<file path="src/hdl/plhc_pkg.sv">
// Shared types and constants for the presence light hold controller.
package plhc_pkg;

	// Operation codes carried on the slave tuser
	typedef enum logic [2:0] {
		OP_UPDATE   = 3'd0,
		OP_TURN_ON  = 3'd1,
		OP_TURN_OFF = 3'd2,
		OP_TOGGLE   = 3'd3,
		OP_SET_AUTO = 3'd4
	} op_t;

	// Register indexes (paddr[2])
	localparam logic REG_LIGHT_INSTALLED = 1'b0;
	localparam logic REG_HOLD_SECONDS    = 1'b1;

	localparam int HOLD_SEC_W = 9;
	localparam int HOLD_MS_W  = 19;  // 511 * 1000 fits in 19 bits
	localparam int TIME_W     = 32;
	localparam logic [9:0] MS_PER_SECOND = 10'd1000;

	localparam logic [HOLD_SEC_W-1:0] HOLD_SECONDS_RST = 9'd30;

	// One input word, unpacked
	typedef struct packed {
		logic [2:0]        operation;
		logic              radar_online;
		logic              occupied;
		logic [TIME_W-1:0] now_ms;
		logic              auto_enable;
	} item_t;

	// One result word
	typedef struct packed {
		logic light_on;
		logic changed;
		logic auto_active;
	} result_t;

	// Configuration seen by the core
	typedef struct packed {
		logic                 light_installed;
		logic [HOLD_MS_W-1:0] hold_ms;
	} cfg_t;

endpackage

</file>
<file path="src/hdl/plhc_cfg.sv">
// APB register file: light fitted flag and hold time, with hold in ms precomputed.
module plhc_cfg (
	input  logic        clk,
	input  logic        arst_n,
	input  logic        psel,
	input  logic        penable,
	input  logic        pwrite,
	input  logic [2:0]  paddr,
	input  logic [31:0] pwdata,
	output logic [31:0] prdata,
	output logic        pready,
	output plhc_pkg::cfg_t cfg
);

	logic                                 light_installed_q;
	logic [plhc_pkg::HOLD_SEC_W-1:0]      hold_seconds_q;
	logic [plhc_pkg::HOLD_MS_W-1:0]       hold_ms_q;
	logic                                 wr_en;
	logic [plhc_pkg::HOLD_MS_W-1:0]       hold_ms_new;

	assign pready = 1'b1;
	assign wr_en  = psel && penable && pwrite;

	// seconds to ms, done once at write time
	assign hold_ms_new = plhc_pkg::HOLD_MS_W'(pwdata[plhc_pkg::HOLD_SEC_W-1:0])
		* plhc_pkg::HOLD_MS_W'(plhc_pkg::MS_PER_SECOND);

	always_ff @(posedge clk or negedge arst_n) begin
		if (!arst_n) begin
			light_installed_q <= 1'b1;
			hold_seconds_q    <= plhc_pkg::HOLD_SECONDS_RST;
			hold_ms_q         <= plhc_pkg::HOLD_MS_W'(plhc_pkg::HOLD_SECONDS_RST)
				* plhc_pkg::HOLD_MS_W'(plhc_pkg::MS_PER_SECOND);
		end else if (wr_en) begin
			unique case (paddr[2])
				plhc_pkg::REG_LIGHT_INSTALLED: begin
					light_installed_q <= pwdata[0];
				end
				plhc_pkg::REG_HOLD_SECONDS: begin
					hold_seconds_q <= pwdata[plhc_pkg::HOLD_SEC_W-1:0];
					hold_ms_q      <= hold_ms_new;
				end
				default: ;
			endcase
		end
	end

	always_comb begin
		unique case (paddr[2])
			plhc_pkg::REG_LIGHT_INSTALLED: prdata = {31'd0, light_installed_q};
			plhc_pkg::REG_HOLD_SECONDS:    prdata = {23'd0, hold_seconds_q};
			default:                       prdata = 32'd0;
		endcase
	end

	assign cfg.light_installed = light_installed_q;
	assign cfg.hold_ms         = hold_ms_q;

endmodule

</file>
<file path="src/hdl/plhc_core.sv">
// Light state registers and the next-state logic for one operation.
module plhc_core (
	input  logic              clk,
	input  logic              arst_n,
	input  logic              fire,
	input  plhc_pkg::item_t   item,
	input  plhc_pkg::cfg_t    cfg,
	output plhc_pkg::result_t result
);

	logic                          manual_on_q, light_state_q, occupied_now_q;
	logic                          suppress_q, auto_mode_q;
	logic [plhc_pkg::TIME_W-1:0]   last_ms_q;

	logic                          manual_on_d, light_state_d, occupied_now_d;
	logic                          suppress_d, auto_mode_d;
	logic [plhc_pkg::TIME_W-1:0]   last_ms_d;

	logic                          occ_upd, sup_upd, held;
	logic [plhc_pkg::TIME_W-1:0]   last_upd, age_ms;

	// update path pieces
	assign occ_upd  = item.radar_online && item.occupied;
	assign sup_upd  = occ_upd ? suppress_q : 1'b0;
	assign last_upd = occ_upd ? item.now_ms
		: (suppress_q ? '0 : last_ms_q);
	assign age_ms   = item.now_ms - last_upd;
	assign held     = (last_upd != '0)
		&& (age_ms <= plhc_pkg::TIME_W'(cfg.hold_ms));

	always_comb begin
		manual_on_d    = manual_on_q;
		light_state_d  = light_state_q;
		occupied_now_d = occupied_now_q;
		suppress_d     = suppress_q;
		auto_mode_d    = auto_mode_q;
		last_ms_d      = last_ms_q;
		unique case (plhc_pkg::op_t'(item.operation))
			plhc_pkg::OP_UPDATE: begin
				if (!cfg.light_installed) begin
					occupied_now_d = 1'b0;
					light_state_d  = 1'b0;
				end else begin
					occupied_now_d = occ_upd;
					suppress_d     = sup_upd;
					last_ms_d      = last_upd;
					light_state_d  = manual_on_q
						|| (auto_mode_q && !sup_upd && (occ_upd || held));
				end
			end
			plhc_pkg::OP_TURN_ON: begin
				manual_on_d   = 1'b1;
				suppress_d    = 1'b0;
				light_state_d = 1'b1;
			end
			plhc_pkg::OP_TURN_OFF: begin
				manual_on_d   = 1'b0;
				suppress_d    = occupied_now_q;
				last_ms_d     = '0;
				light_state_d = 1'b0;
			end
			plhc_pkg::OP_TOGGLE: begin
				if (light_state_q) begin
					manual_on_d   = 1'b0;
					suppress_d    = occupied_now_q;
					last_ms_d     = '0;
					light_state_d = 1'b0;
				end else begin
					manual_on_d   = 1'b1;
					suppress_d    = 1'b0;
					light_state_d = 1'b1;
				end
			end
			plhc_pkg::OP_SET_AUTO: begin
				auto_mode_d = item.auto_enable;
				if (!item.auto_enable) begin
					suppress_d    = 1'b0;
					last_ms_d     = '0;
					light_state_d = manual_on_q;
				end else begin
					light_state_d = manual_on_q || (!suppress_q && occupied_now_q);
				end
			end
			default: ;  // unused codes leave state alone
		endcase
	end

	always_ff @(posedge clk or negedge arst_n) begin
		if (!arst_n) begin
			manual_on_q    <= 1'b0;
			light_state_q  <= 1'b0;
			occupied_now_q <= 1'b0;
			suppress_q     <= 1'b0;
			auto_mode_q    <= 1'b1;
			last_ms_q      <= '0;
		end else if (fire) begin
			manual_on_q    <= manual_on_d;
			light_state_q  <= light_state_d;
			occupied_now_q <= occupied_now_d;
			suppress_q     <= suppress_d;
			auto_mode_q    <= auto_mode_d;
			last_ms_q      <= last_ms_d;
		end
	end

	assign result.light_on    = light_state_d;
	assign result.changed     = light_state_d != light_state_q;
	assign result.auto_active = auto_mode_d;

endmodule

</file>
<file path="src/hdl/presence_light_hold_controller.sv">
// Top level: input word register, core state update, result register.
// From input accept to result valid a word passes the input reg, then the result reg.
// Throughput: one word per cycle while m_tready stays high; the core updates all state
//   for each word it takes, so back-to-back words see the state left by the word before.
// Reset (arst_n, async, active low): pipeline empty, light off, manual off,
//   no occupancy, no suppression, no presence time, automatic mode on,
//   light_installed 1, hold_seconds 30.
module presence_light_hold_controller (
	input  logic        clk,
	input  logic        arst_n,
	// slave stream
	input  logic        s_tvalid,
	output logic        s_tready,
	input  logic [39:0] s_tdata,  // [0] radar_online, [1] occupied, [33:2] now_ms,
	                              // [34] auto_enable, [39:35] zero
	input  logic [2:0]  s_tuser,  // [2:0] operation
	// master stream
	output logic        m_tvalid,
	input  logic        m_tready,
	output logic [7:0]  m_tdata,  // [0] light_on, [1] changed, [2] auto_active,
	                              // [7:3] zero
	// APB configuration
	input  logic        psel,
	input  logic        penable,
	input  logic        pwrite,
	input  logic [2:0]  paddr,
	input  logic [31:0] pwdata,
	output logic [31:0] prdata,
	output logic        pready
);

	plhc_pkg::cfg_t    cfg;
	plhc_pkg::item_t   item_s1;
	plhc_pkg::result_t res_d, res_s2;
	logic              valid_s1, valid_s2;
	logic              adv;

	// word in stage 1 moves on when the result register is free or draining
	assign adv      = valid_s1 && (!valid_s2 || m_tready);
	assign s_tready = !valid_s1 || adv;

	always_ff @(posedge clk or negedge arst_n) begin
		if (!arst_n) begin
			valid_s1 <= 1'b0;
			valid_s2 <= 1'b0;
		end else begin
			if (s_tready) begin
				valid_s1 <= s_tvalid;
			end
			if (adv) begin
				valid_s2 <= 1'b1;
			end else if (m_tready) begin
				valid_s2 <= 1'b0;
			end
		end
	end

	// payload registers, no reset
	always_ff @(posedge clk) begin
		if (s_tready && s_tvalid) begin
			item_s1.operation    <= s_tuser;
			item_s1.radar_online <= s_tdata[0];
			item_s1.occupied     <= s_tdata[1];
			item_s1.now_ms       <= s_tdata[33:2];
			item_s1.auto_enable  <= s_tdata[34];
		end
		if (adv) begin
			res_s2 <= res_d;
		end
	end

	plhc_cfg u_cfg (
		.clk     (clk),
		.arst_n  (arst_n),
		.psel    (psel),
		.penable (penable),
		.pwrite  (pwrite),
		.paddr   (paddr),
		.pwdata  (pwdata),
		.prdata  (prdata),
		.pready  (pready),
		.cfg     (cfg)
	);

	plhc_core u_core (
		.clk    (clk),
		.arst_n (arst_n),
		.fire   (adv),
		.item   (item_s1),
		.cfg    (cfg),
		.result (res_d)
	);

	assign m_tvalid = valid_s2;
	assign m_tdata  = {5'd0, res_s2.auto_active, res_s2.changed, res_s2.light_on};

endmodule

</file>
<file path="config.mk">
export PLATFORM = sky130hd
export DESIGN_NAME = presence_light_hold_controller
export DESIGN_NICKNAME = d
export VERILOG_FILES = /design/src/hdl/plhc_pkg.sv /design/src/hdl/plhc_cfg.sv /design/src/hdl/plhc_core.sv /design/src/hdl/presence_light_hold_controller.sv
export SDC_FILE = /design/constraint.sdc
export NUM_CORES = 1
export LEC_CHECK = 0
export ABC_AREA = 1
export BUFFER_PORTS_ARGS = -buffer_cell sky130_fd_sc_hd__clkbuf_2
export CAP_MARGIN = 30
export CORE_MARGIN = 5
export CORE_UTILIZATION = 25
export DETAILED_ROUTE_END_ITERATION = 16
export PLACE_DENSITY = 0.51
export SLEW_MARGIN = 20
export SYNTH_ARGS = -nofsm -noshare
export SYNTH_HDL_FRONTEND = slang
export SYNTH_SLANG_ARGS = --single-unit
</file>
<file path="constraint.sdc">
create_clock -name clk -period 10 [get_ports clk]
set_clock_uncertainty 0.2 [all_clocks]
set_input_delay 1.5 -clock clk [delete_from_list [all_inputs] [get_ports clk]]
set_output_delay 1.5 -clock clk [all_outputs]
set_load 0.02 [all_outputs]
</file>
* Word-level counts from Yosys, hierarchy flattened *
Index checks and enable logic that the tools add are counted.

word-level totals
  register bits after elaboration = 106
  bits of input ports = 85
  output and inout port bits = 43
  word-level logic and storage cells = 82

cells by class
  add/subtract/negate cells = 1
  multipliers = 1
  magnitude comparators = 1
  equality and inequality tests = 8
  mux-type cells = 21
  bitwise operators = 1
  reduce and logical (&&, ||, !) cells = 30

operator list
  kind                                                  count
  2-to-1 mux 32 bit                                     5
  case mux 32 bit (4 select lines)                      1
  case mux 32 bit (2 select lines)                      1
  <= comparator 32 x 19 -> 1 bit                        1
  nonzero test 32 bit                                   1
  subtractor 32 bit                                     1
  multiplier 9 x 7 -> 16 bit (second input constant)    1
  2-to-1 mux 1 bit                                      11
  case mux 1 bit (5 select lines)                       2
  logical AND 1 bit                                     9
  AND reduction 2 bit                                   4
  equality test 3 x 2 -> 1 bit (second input constant)  2
  logical OR 1 bit                                      5
  AND reduction 5 bit                                   1
  nonzero test 5 bit                                    1
  logical NOT 1 bit                                     4
  != test 2 bit (second input constant)                 2
  AND reduction 4 bit                                   1
  nonzero test 4 bit                                    1
  equality test 3 x 1 -> 1 bit (second input constant)  1
  equality test 3 bit (second input constant)           1
  logical NOT 3 bit                                     1
  case mux 1 bit (3 select lines)                       1
  nonzero test 3 bit                                    1
  4 further kinds                                       4

* Logic depth before layout (Yosys ltp) *
Gate-level depths: netlist (run 1).

  depth in word-level cells = 11
  mapped depth = 35
  depth with buffers taken out = 34

* Modules after synthesis *
A second synthesis (run 1) with hierarchy kept.

unflattened totals
  cell total of the unflattened synthesis = 1314
  area, all modules = 9497.9 um^2

by module, submodules not included
  module                          times used  cells each  area each (um^2)  sequential area each (um^2)
  plhc_core                       1           875         5181.2            927.1
  plhc_cfg                        1           380         2949.1            614.3
  presence_light_hold_controller  1           59          1367.6            1281.2

* Least setup slack after synthesis (run 1) *
OpenSTA, ideal clock, no wires.

  path kind = input port to flip-flop
  start = in pwdata[0]
  end = reg u_cfg.hold_ms_q[18] (netlist bit)
  setup time = 0.136 ns
  arrival time = 5.201 ns
  setup slack = 4.463 ns
  cell stages on the path = 20
  path buffers = 0
  cells stage by stage = fa_1 > inv_1 > fa_1 > fa_1 > inv_1 > fa_1 > ha_1 > a21oi_1 > nand2_1 > nand2_1 > nand2_1 > a21oi_1 > o21ai_0 > a21oi_1 > o21ai_0 > a21oi_1 > nor2_1 > nor2_1 > xnor2_1 > o21ai_0

between the ends
  cells in the longest elaborated chain, start to end = 1

ends and longest elaborated chain
  item                        line                                  source
  start: declaration          presence_light_hold_controller.sv:27  input logic [31:0] pwdata,
  multiplier 9 x 7 -> 16 bit  plhc_cfg.sv:26                        * plhc_pkg::HOLD_MS_W'(plhc_pkg::MS_PER_SECOND);
  end signal: assignment      plhc_cfg.sv:32                        hold_ms_q <= plhc_pkg::HOLD_MS_W'(plhc_pkg::HOLD_SECONDS_RST)
  end signal: assignment      plhc_cfg.sv:41                        hold_ms_q <= hold_ms_new;
  end: declaration            plhc_cfg.sv:17                        logic [plhc_pkg::HOLD_MS_W-1:0] hold_ms_q;

Every way passes these cells.
A chain may end at the register's enable or synchronous reset.

* Final worst setup path (run 1) *
Ends and elaborated chain as after synthesis.

==> flow_summary_export.csv, run 1 <==
group,metric,value,unit
power_and_ir_drop,peakVddDrop,0.09323,mV
power_and_ir_drop,p_leak,0.004584,µW
logic_synthesis,ys_seq_area_frac,0.3274,
routing,drtIter0Drc,327,
power_and_ir_drop,p_seq_frac,0.278,
setup_path,setup.worst_path.class,"in2reg",
timing,grt_setup_unrepaired,"no",
clock_tree,numCtsBuffers,9,
power_and_ir_drop,combPwrFrac,0.567,
clock_tree,ctsLongestPathBuffers,2,
cells_and_area,drive_gt1_frac,0.1116,
floorplanning,die_area,38300,µm²
clock_tree,hold_buffers,0,
logic_synthesis,synth_flop_cell,"dfrtp_1",
hold_path,hp-class,"reg2reg",
power_and_ir_drop,p_per_area,230.4,nW/µm²
global_routing,first_global_vias,6983,
clock_tree,postCtsSetupBuffers,0,
logic_synthesis,synth_edf_count,41,
logic_synthesis,syn_inst,1088,
power_and_ir_drop,p_int,1215,µW
logic_synthesis,ys_warn_count,0,
place,io_buffers,68,
clock_tree,clkTransAtPathRegs,0.07,ns
setup_path,slowest_stage,"fa_1",
place,place_congestion,0.8897,
timing,fin_crit_sh,0.5625,
floorplanning,start_util,0.2514,
timing,period_needed,5.625,ns
setup_path,path_max_fanout,6,
logic_synthesis,yosys_register_bits,104,
logic_synthesis,synth_common_cells,"231 x nand2_1, 153 x inv_1, 101 x nor2_1, 89 x o21ai_0, 84 x ha_1",
logic_synthesis,async_reset_ff_frac,0.6058,
routing,drc,0,
cells_and_area,final_nets,1346,
clock_tree,htreeDepth,3,
logic_synthesis,yosysTopAreaCellShare,0.1480,
setup_path,crit_path_start_kind,"input port",
setup_path,path_cells,"clkbuf_2 -> fa_1 -> inv_1 -> fa_1 -> fa_1 -> inv_1 -> fa_1 -> ha_1 -> a21oi_1 -> nand2_1 -> nand2_1 -> nand2_1 -> a21oi_1 -> o21ai_0 -> a21oi_1 -> o21ai_0 -> a21oi_1 -> nor2_1 -> nor2_1 -> xnor2_1 -> o21ai_0",
clock_tree,ctsResizeCount,0,
global_routing,grt_max_degree,65,
routing,ant_nets,0,
floorplanning,fp.dieW,195.7,µm
routing,vias_per_cell,4.382,
floorplanning,io_pins,128,
routing,vias,7059,
timing,setup_tns,0,ns
setup_path,slowest_delay,0.58,ns
cells_and_area,multi_input_area,4986,µm²
place,dpl.hpwl,17.49,mm
logic_synthesis,synth_cell_types,46,
clock_tree,cts_tree,"done",
power_and_ir_drop,p_sw,1010,µW
floorplanning,core_region_area,34290,µm²
timing,setup_viol,0,
logic_synthesis,synth_area_leader_cell,"dfrtp_1",
cells_and_area,syn_to_final_growth,12.00,%
run_status,status,"finished, final reports clean",
clock_tree,clock_latency,0.36,ns
floorplanning,row_count,68,
floorplanning,die_h,195.7,µm
global_routing,grt_pass1_wl,35.41,mm
global_routing,grt_util_all_layers,0.1138,
timing,slew_violations,0,
cells_and_area,fillCellCount,3716,
logic_synthesis,yosysMostFrequentCell,"nand2_1",
global_routing,grt-ovfl-total,0,
timing,hold_viol,0,
job,maxCapViolations,0,
clock_tree,ctsRootBufferMaster,"clkbuf_16",
routing,first_pass_iters,7,
timing,max_freq,0.1778,GHz
cells_and_area,antennaDiodeCount,0,
routing,drt-total-wl,21.75,mm
logic_synthesis,avgSynthCellArea,7.924,µm²
power_and_ir_drop,pwr-share-clk,0.155,
logic_synthesis,synth_area,8621,µm²
power_and_ir_drop,power,2224,µW
timing,worstMarginPinSlew,0.7290,ns
setup_path,end_kind,"flip-flop",
setup_path,required,10.01,ns
power_and_ir_drop,p_sw_frac,0.4539,
routing,wl_per_cell,13.50,µm
timing,relSlewSlack,0.5135,
setup_path,arrival,5.64,ns
global_routing,antenna_found_initial,0,
logic_synthesis,yosys-top-cells-area,"dfrtp_1 15%, edfxtp_1 14%, ha_1 12%",
clock_tree,clock_sinks,104,
cells_and_area,register_area,2823,µm²
## registers in the layout, summed over array words and instances (netlist names), 3 cells and up
register and flops:
u_cfg.hold_seconds_q 9, m_tdata 3, item_s1 38, u_cfg.hold_ms_q 14, u_core.last_ms_q 32
## path summary, 6_finish.rpt
check / start / endpoint / slack, ns / depth (start not counted)
worst max-delay path: pwdata[0] / u_cfg.hold_ms_q[18] / 4.38 / 21
worst min-delay path: u_cfg.hold_seconds_q[2] / u_cfg.hold_seconds_q[2] / 0.26 / 2
worst max register to register: u_core.suppress_q / m_tdata[1] / 4.84 / 30
worst min register to register: u_cfg.hold_seconds_q[2] / u_cfg.hold_seconds_q[2] / 0.26 / 2
max in group asynchronous: arst_n / u_cfg.hold_ms_q[12] / 8.12 / 3
min in group asynchronous: arst_n / u_core.last_ms_q[28] / 0.88 / 2
## logic make-up (layout without fill, tap and decap cells)
family          Yosys count  count (layout)  share of synthesized area
buf+inv                 204             245                     0.1071
xor+xnor                 28              28                    0.02845
compound gates          193             193                     0.1244
simple gates            447             447                     0.2295
fa+ha+maj               110             110                     0.1823
flops                   104             104                     0.3274
other cells               2              29                  0.0008712
## power groups by stage
stage / clock (µW) / combinational [µW] / sequential (µW)
after global routing: 373 / 1450 / 632
after floorplan: 0 / 966 / 613
final: 345 / 1260 / 619
after detailed placement: 0 / 1260 / 627
after global placement: 0 / 1250 / 626
after CTS: 359 / 1270 / 620
## placed cells by master, fill, tap and decap left out, types with 5 or more instances in the layout
cell type,netlist,routed
a31oi_1,7,7
fa_1,26,26
a21oi_1,64,64
dfrtp_1,51,51
nor2_1,101,100
nor3_1,15,15
dfstp_2,12,12
edfxtp_1,41,41
nand3_1,44,44
clkbuf_16,0,9
inv_1,153,153
nand2_2,7,7
ha_1,84,84
o21bai_1,5,5
nand2_1,231,231
clkbuf_2,0,67
nand3_2,7,7
xor2_1,22,22
xnor2_1,6,6
o21ai_0,89,89
nand3b_1,29,29
buf_4,30,5
conb_1,2,29
## metal layers
layer,GRT usage,share of wire
met4,0.03129,0.015
met3,0.01511,0.038
met1,0.1533,0.48
met2,0.1923,0.47
met5,0,0
## stage by stage
step                hold slack [ns]  utilization  setup WS (ns)  area (µm²)  cells
global route                 0.2797       0.2816          4.004        9656   1611
finish                       0.2645       0.2816          4.375        9656   1611
floorplan                    0.2422            -          4.463        8722   1115
CTS                          0.2670       0.2808          4.347        9628   1610
global placement             0.2549       0.2726          3.965        9345   1594
detailed placement           0.2552       0.2726          3.965        9345   1594
## cell type report
class | instances | share of cell area
clock buffer | 10 | 0.02475
timing repair buffer | 74 | 0.04199
multi-input combinational | 807 | 0.5164
sequential | 104 | 0.2923
clock inverter | 6 | 0.004535
tap | 455 | 0.05896
inverter | 155 | 0.06103
## critical path: cells and delay by family
kind                     cells  cell delay [ns]
adder cells (fa/ha/maj)      5             2.35
AO/OA/AOI/OAI                7             1.02
AND/OR/NAND/NOR              5             0.37
buffers and inverters        3             0.27
XOR/XNOR                     1             0.13
Note: power is estimated with default switching activity, not from simulation.
==> run 2, diff against run 1 <==
- clock period: 10 -> 5.7 ns (I/O delays scaled with it)
==> run 2 against run 1 <==
Net effect: power increased by 74%; die area unchanged; clock-buffer cell count unchanged; design area about the same; critical path depth unchanged; utilization about the same; global-route usage increased by 0.17 points; non-clock buffer count increased by 2; via count unchanged; register-to-register slack got worse by 4.1 ns; largest cell class unchanged.
==> flow_summary_export.csv, run 2 (same netlist as run 1, synthesis figures left out) <==
group,metric,value,unit
routing,wl_per_cell,13.43,µm
global_routing,grt_pass1_wl,35.94,mm
global_routing,antenna_found_initial,0,
routing,drt-total-wl,21.66,mm
cells_and_area,utilization,0.2815,
clock_tree,ctsLongestPathBuffers,2,
floorplanning,core_region_area,34290,µm²
clock_tree,ctsResizeCount,0,
clock_tree,clkTransAtPathRegs,0.07,ns
cells_and_area,fillCellCount,3746,
floorplanning,die_h,195.7,µm
setup_path,required,5.71,ns
clock_tree,ctsRootBufferMaster,"clkbuf_16",
timing,relSlewSlack,0.5282,
floorplanning,fp.dieW,195.7,µm
setup_path,arrival,4.97,ns
timing,grt_setup_unrepaired,"no",
floorplanning,row_count,68,
timing,slew_violations,0,
floorplanning,die_area,38300,µm²
place,io_buffers,68,
routing,drc,0,
clock_tree,cts_tree,"done",
power_and_ir_drop,p_leak,0.004587,µW
cells_and_area,antennaDiodeCount,0,
setup_path,r2r_start,"u_core.suppress_q",
timing,period_needed,4.960,ns
timing,max_freq,0.2016,GHz
timing,setup_viol,0,
clock_tree,hold_buffers,0,
cells_and_area,register_area,2823,µm²
global_routing,grt_util_all_layers,0.1155,
timing,hold_viol,0,
cells_and_area,syn_to_final_growth,11.94,%
cells_and_area,multi_input_area,4986,µm²
cells_and_area,final_nets,1348,
power_and_ir_drop,peakVddDrop,0.1505,mV
setup_path,setup.worst_path.class,"in2reg",
clock_tree,postCtsSetupBuffers,0,
clock_tree,clock_sinks,104,
place,place_congestion,0.8379,
cells_and_area,drive_gt1_frac,0.1114,
cells_and_area,final_common_cell,"nand2_1",
cells_and_area,largest_reg_flops,38,
place,dpl.hpwl,17.56,mm
clock_tree,clock_latency,0.36,ns
routing,drtIter0Drc,325,
cells_and_area,top_register,"item_s1",
timing,setup_tns,0,ns
setup_path,end_kind,"flip-flop",
timing,fin_crit_sh,0.8702,
global_routing,grt-ovfl-total,0,
run_status,status,"finished, final reports clean",
power_and_ir_drop,p_per_area,401.3,nW/µm²
job,maxCapViolations,0,
cells_and_area,top_regs,"item_s1: 38 flops, u_core.last_ms_q: 32 flops, u_cfg.hold_ms_q: 14 flops",
routing,ant_nets,0,
routing,vias,7059,
clock_tree,htreeDepth,3,
global_routing,grt_max_degree,65,
cells_and_area,final_cell_mix,"231 x nand2_1, 153 x inv_1, 100 x nor2_1",
routing,vias_per_cell,4.376,
setup_path,crit_path_start_kind,"input port",
global_routing,first_global_vias,7090,
setup_path,rr_worst_depth,30,
setup_path,rr_endpoint,"m_tdata[1]",
hold_path,hp-class,"in2async",
routing,first_pass_iters,5,
setup_path,reg2reg_slack,0.77,ns
clock_tree,numCtsBuffers,9,
timing,worstMarginPinSlew,0.7069,ns
setup_path,path_max_fanout,6,
floorplanning,io_pins,128,
floorplanning,start_util,0.2514,
## run 2: metrics by stage
| step | area, µm² | hold slack (ns) | setup WS [ns] | power [µW] | instances |
|---|---|---|---|---|---|
| 2_1_floorplan | 8722 | 0.2422 | 0.8081 | 2771 | 1115 |
| 3_3_place_gp | 9360 | 0.2554 | 0.3474 | 3304 | 1596 |
| 3_5_place_dp | 9360 | 0.2544 | 0.3514 | 3328 | 1596 |
| 4_1_cts | 9623 | 0.2659 | 0.7061 | 3934 | 1612 |
| 5_1_grt | 9651 | 0.2238 | 0.2087 | 4327 | 1613 |
| 6_report | 9651 | 0.2191 | 0.7401 | 3873 | 1613 |
## run 2: layer usage
layer	track usage	up-vias	part of all wire
met5	0	-	0
met4	0.03465	0	0.015
li1	-	3637	-
met2	0.1915	122	0.47
met3	0.01511	14	0.034
met1	0.1576	3286	0.48
## run 2: how the worst max path moves through the flow
stage,end,from,cells past startpoint,slack (ns)
after floorplan,u_cfg.hold_ms_q[18],pwdata[0],20,0.81
after global placement,u_cfg.hold_ms_q[18],pwdata[0],21,0.35
after detailed placement,u_cfg.hold_ms_q[18],pwdata[0],21,0.35
after CTS,m_tdata[1],u_core.suppress_q,30,0.71
after global routing,m_tdata[1],item_s1[33],30,0.21
final,u_cfg.hold_ms_q[18],pwdata[0],21,0.74
## run 2: area by class of cell
cell class	instances	share of cell area
clock buffers	10	0.02373
inverters	155	0.06107
clock inverters	6	0.003501
repair buffers	76	0.04356
well taps	455	0.05899
multi-input cells	807	0.5167
flip-flops and latches	104	0.2925
## run 2: critical path, stage by stage
cell and delay (ns):
clkbuf_2 0.16, fa_1 0.58, inv_1 0.06, fa_1 0.47
fa_1 0.51, inv_1 0.05, fa_1 0.45, ha_1 0.33
nand3_1 0.07, nand2_1 0.08, nand2_1 0.06, nand2_1 0.06
a21oi_1 0.08, o21ai_0 0.31, a21oi_1 0.10, o21ai_0 0.28
a21oi_1 0.11, nor2_1 0.09, nor2_1 0.06, xnor2_1 0.12
o21ai_0 0.08
## run 2: where the power goes
group          internal [µW]  leakage, µW  switching, µW
registers                993      0.00118           86.0
logic                    831      0.00328           1390
clock network            294     0.000128            279
total                   2120      0.00459           1750
==> run 3, diff against run 2 <==
- ABC_AREA: 1 -> unset
- CORE_MARGIN: 5 -> unset
- CTS_CLUSTER_SIZE: unset -> 14
- PLACE_DENSITY: 0.51 -> 0.52
==> run 3 against run 2 <==
Net effect: synthesized area decreased by 3.5%; maximum frequency shrank 7.5%; utilization is 1.5 points higher; non-clock buffer count is 32 higher; hold slack improved by 0.054 ns; clock-buffer cell count up 2; die area decreased by 11%; routed wire length down 6.1%; via count down 10%; combinational power fell by 21%; largest power group unchanged; highest routed layer unchanged.
==> flow_summary_export.csv, run 3 <==
group,metric,value,unit
routing,drc,0,
power_and_ir_drop,p_seq_frac,0.305,
timing,fin_crit_sh,0.9403,
floorplanning,die_h,184.4,µm
floorplanning,row_count,66,
routing,first_pass_iters,4,
power_and_ir_drop,p_leak,0.004111,µW
place,placed_cells,1363,
global_routing,grt_util_all_layers,0.1244,
logic_synthesis,avgSynthCellArea,9.800,µm²
place,io_buffers,68,
logic_synthesis,synth_area,8320,µm²
clock_tree,clkTransAtPathRegs,0.07,ns
logic_synthesis,synth_common_cells,"85 x nand2_1, 84 x ha_1, 70 x a21oi_1, 51 x dfrtp_1, 50 x inv_1",
place,place_area,9295,µm²
floorplanning,io_pins,128,
power_and_ir_drop,p_sw_frac,0.3919,
clock_tree,ctsLongestPathBuffers,2,
floorplanning,die_area,34020,µm²
logic_synthesis,yosysTopAreaCellShare,0.1534,
setup_path,path_max_fanout,12,
floorplanning,start_util,0.2551,
cells_and_area,antennaDiodeCount,0,
clock_tree,ctsResizeCount,0,
global_routing,grt-ovfl-total,0,
logic_synthesis,yosys-top-cells-area,"dfrtp_1 15%, edfxtp_1 15%, ha_1 13%",
cells_and_area,design_area,9669,µm²
logic_synthesis,synth_area_leader_cell,"dfrtp_1",
routing,vias,6339,
logic_synthesis,synth_cell_types,81,
setup_path,required,5.61,ns
routing,drtIter0Drc,333,
cells_and_area,top_register,"item_s1",
power_and_ir_drop,peakVddDrop,0.2036,mV
timing,setup_viol,0,
power_and_ir_drop,p_sw,1356,µW
routing,drt-total-wl,20.34,mm
logic_synthesis,yosysMostFrequentCell,"nand2_1",
timing,slew_violations,0,
global_routing,grt_use_met2,0.2026,
timing,fin_ws,0.3401,ns
global_routing,grt_max_degree,64,
cells_and_area,syn_to_final_growth,16.21,%
clock_tree,hold_buffers,0,
floorplanning,core_region_area,32620,µm²
hold_path,hp-class,"reg2reg",
cells_and_area,largest_reg_flops,38,
place,dp_worst_setup_slack,0.1516,ns
global_routing,first_global_vias,6181,
logic_synthesis,synth_flop_cell,"dfrtp_1",
clock_tree,ctsRootBufferMaster,"clkbuf_16",
run_status,status,"finished, final reports clean",
routing,wl_per_cell,14.71,µm
cells_and_area,instances_no_fill,1382,
global_routing,use_met3,0.01699,
logic_synthesis,ys_seq_area_frac,0.3392,
power_and_ir_drop,pwr-share-clk,0.188,
cells_and_area,final_nets,1130,
setup_path,end_kind,"flip-flop",
place,dpl.hpwl,15.89,mm
clock_tree,numCtsBuffers,9,
setup_path,setup.worst_path.class,"reg2reg",
job,maxCapViolations,0,
logic_synthesis,synth_edf_count,41,
cells_and_area,register_area,2823,µm²
cells_and_area,final_common_cell,"nand2_1",
power_and_ir_drop,power,3461,µW
power_and_ir_drop,p_int,2105,µW
timing,period_needed,5.360,ns
cells_and_area,final_cell_mix,"85 x nand2_1, 83 x ha_1, 70 x a21oi_1",
setup_path,crit_path_start_kind,"flip-flop",
timing,hold_viol,0,
logic_synthesis,async_reset_ff_frac,0.6058,
clock_tree,clock_latency,0.36,ns
global_routing,grt_pass1_wl,32.64,mm
hold_path,hold_path_depth,2,
timing,relSlewSlack,0.4959,
timing,worstMarginPinSlew,0.7533,ns
power_and_ir_drop,p_per_area,357.9,nW/µm²
cells_and_area,drive_gt1_frac,0.2000,
cells_and_area,top_regs,"item_s1: 38 flops, u_core.last_ms_q: 32 flops, u_cfg.hold_ms_q: 14 flops",
clock_tree,postCtsSetupBuffers,0,
setup_path,arrival,5.27,ns
logic_synthesis,yosys_register_bits,104,
cells_and_area,fillCellCount,3418,
global_routing,antenna_found_initial,0,
timing,max_freq,0.1866,GHz
routing,vias_per_cell,4.587,
logic_synthesis,ys_warn_count,0,
timing,setup_tns,0,ns
timing,grt_setup_unrepaired,"no",
power_and_ir_drop,combPwrFrac,0.507,
logic_synthesis,syn_inst,849,
global_routing,use_met1,0.1689,
place,place_congestion,0.8570,
routing,ant_nets,0,
cells_and_area,multi_input_area,5092,µm²
clock_tree,htreeDepth,3,
setup_path,rr_worst_depth,26,
clock_tree,clock_sinks,104,
clock_tree,cts_tree,"done",
floorplanning,fp.dieW,184.4,µm
global_routing,grt.busiest_layer,"met2",
## run 3: cell types whose count changed in the layout (fill, tap and decap cells not counted), moves of 12 or more
| cell | change |
|---|---|
| nand3_1 | -34 |
| nor2_1 | -66 |
| nand2_1 | -146 |
| nand3b_1 | -27 |
| buf_4 | +29 |
| xor2_1 | -12 |
| nor3b_1 | +29 |
| o31ai_1 | +32 |
| inv_1 | -103 |
| o21ai_0 | -60 |
| mux2_2 | +13 |
| and2_1 | +14 |
| xnor2_1 | +21 |
## run 3: path summary, 6_finish.rpt
| check | start | end | slack [ns] |
|---|---|---|---|
| max | item_s1[33] | m_tdata[1] | 0.34 |
| min | u_core.last_ms_q[19] | u_core.last_ms_q[19] | 0.27 |
| max reg2reg | item_s1[33] | m_tdata[1] | 0.34 |
| min reg2reg | u_core.last_ms_q[19] | u_core.last_ms_q[19] | 0.27 |
| max in group asynchronous | arst_n | u_cfg.hold_seconds_q[4] | 4.41 |
| min in group asynchronous | arst_n | u_core.last_ms_q[29] | 0.28 |
## run 3: power by group through the flow
| stage | Combinational [µW] | Sequential (µW) | Clock, µW |
|---|---|---|---|
| 5_1_grt | 2000 | 1080 | 697 |
| 4_1_cts | 1770 | 1060 | 668 |
| 3_3_place_gp | 1740 | 1070 | 0 |
| 6_report | 1760 | 1060 | 650 |
| 2_1_floorplan | 1320 | 1030 | 0 |
| 3_5_place_dp | 1760 | 1070 | 0 |
## run 3: cell type report
| class | count | share of cell area |
|---|---|---|
| Clock buffer | 12 | 0.02666 |
| Sequential cell | 104 | 0.2919 |
| Inverter | 50 | 0.01941 |
| Multi-Input combinational cell | 662 | 0.5267 |
| Clock inverter | 4 | 0.005176 |
| Tap cell | 442 | 0.05719 |
| Timing Repair Buffer | 108 | 0.07298 |
## run 3: layer usage
layer  routed length (µm)  vias to the layer above
met5                    0                        -
met4                  386                        0
met3                  603                       21
met2                 9265                      120
met1                10080                     3011
li1                     -                     3187
## run 3: worst max-delay path, stage by stage, from the launching register on
cell and delay [ns]:
edfxtp_1 0.45, and2_4 0.26, nor3b_1 0.19, a21oi_1 0.08
ha_1 0.30, nor2b_2 0.19, o31ai_1 0.23, buf_4 0.16
and2_1 0.13, nor2_1 0.05, nor2_1 0.17, nor2b_1 0.08
o21a_1 0.19, nor2_1 0.12, xnor2_1 0.10, ha_1 0.30
nand4_1 0.11, nor2_1 0.10, a211oi_1 0.06, or4_1 0.53
o211ai_1 0.15, o41ai_2 0.12, buf_4 0.15, nand4_1 0.08
nor4_2 0.05, a41oi_2 0.26, mux2_4 0.32
## run 3: logic make-up after synthesis
kind of cell,after synthesis,share of synthesized area
mux,16,0.02180
fa+ha+maj,111,0.1901
other cells,2,0.0009026
xor+xnor,37,0.03895
simple gates,249,0.1615
compound gates,219,0.1814
buf+inv,111,0.06617
flops,104,0.3392
## run 3: stage by stage
stage | hold slack [ns] | util
after floorplan | 0.2404 | -
after global placement | 0.2517 | 0.2841
after detailed placement | 0.2621 | 0.2850
after CTS | 0.2775 | 0.2944
after global routing | 0.2871 | 0.2964
final | 0.2736 | 0.2964
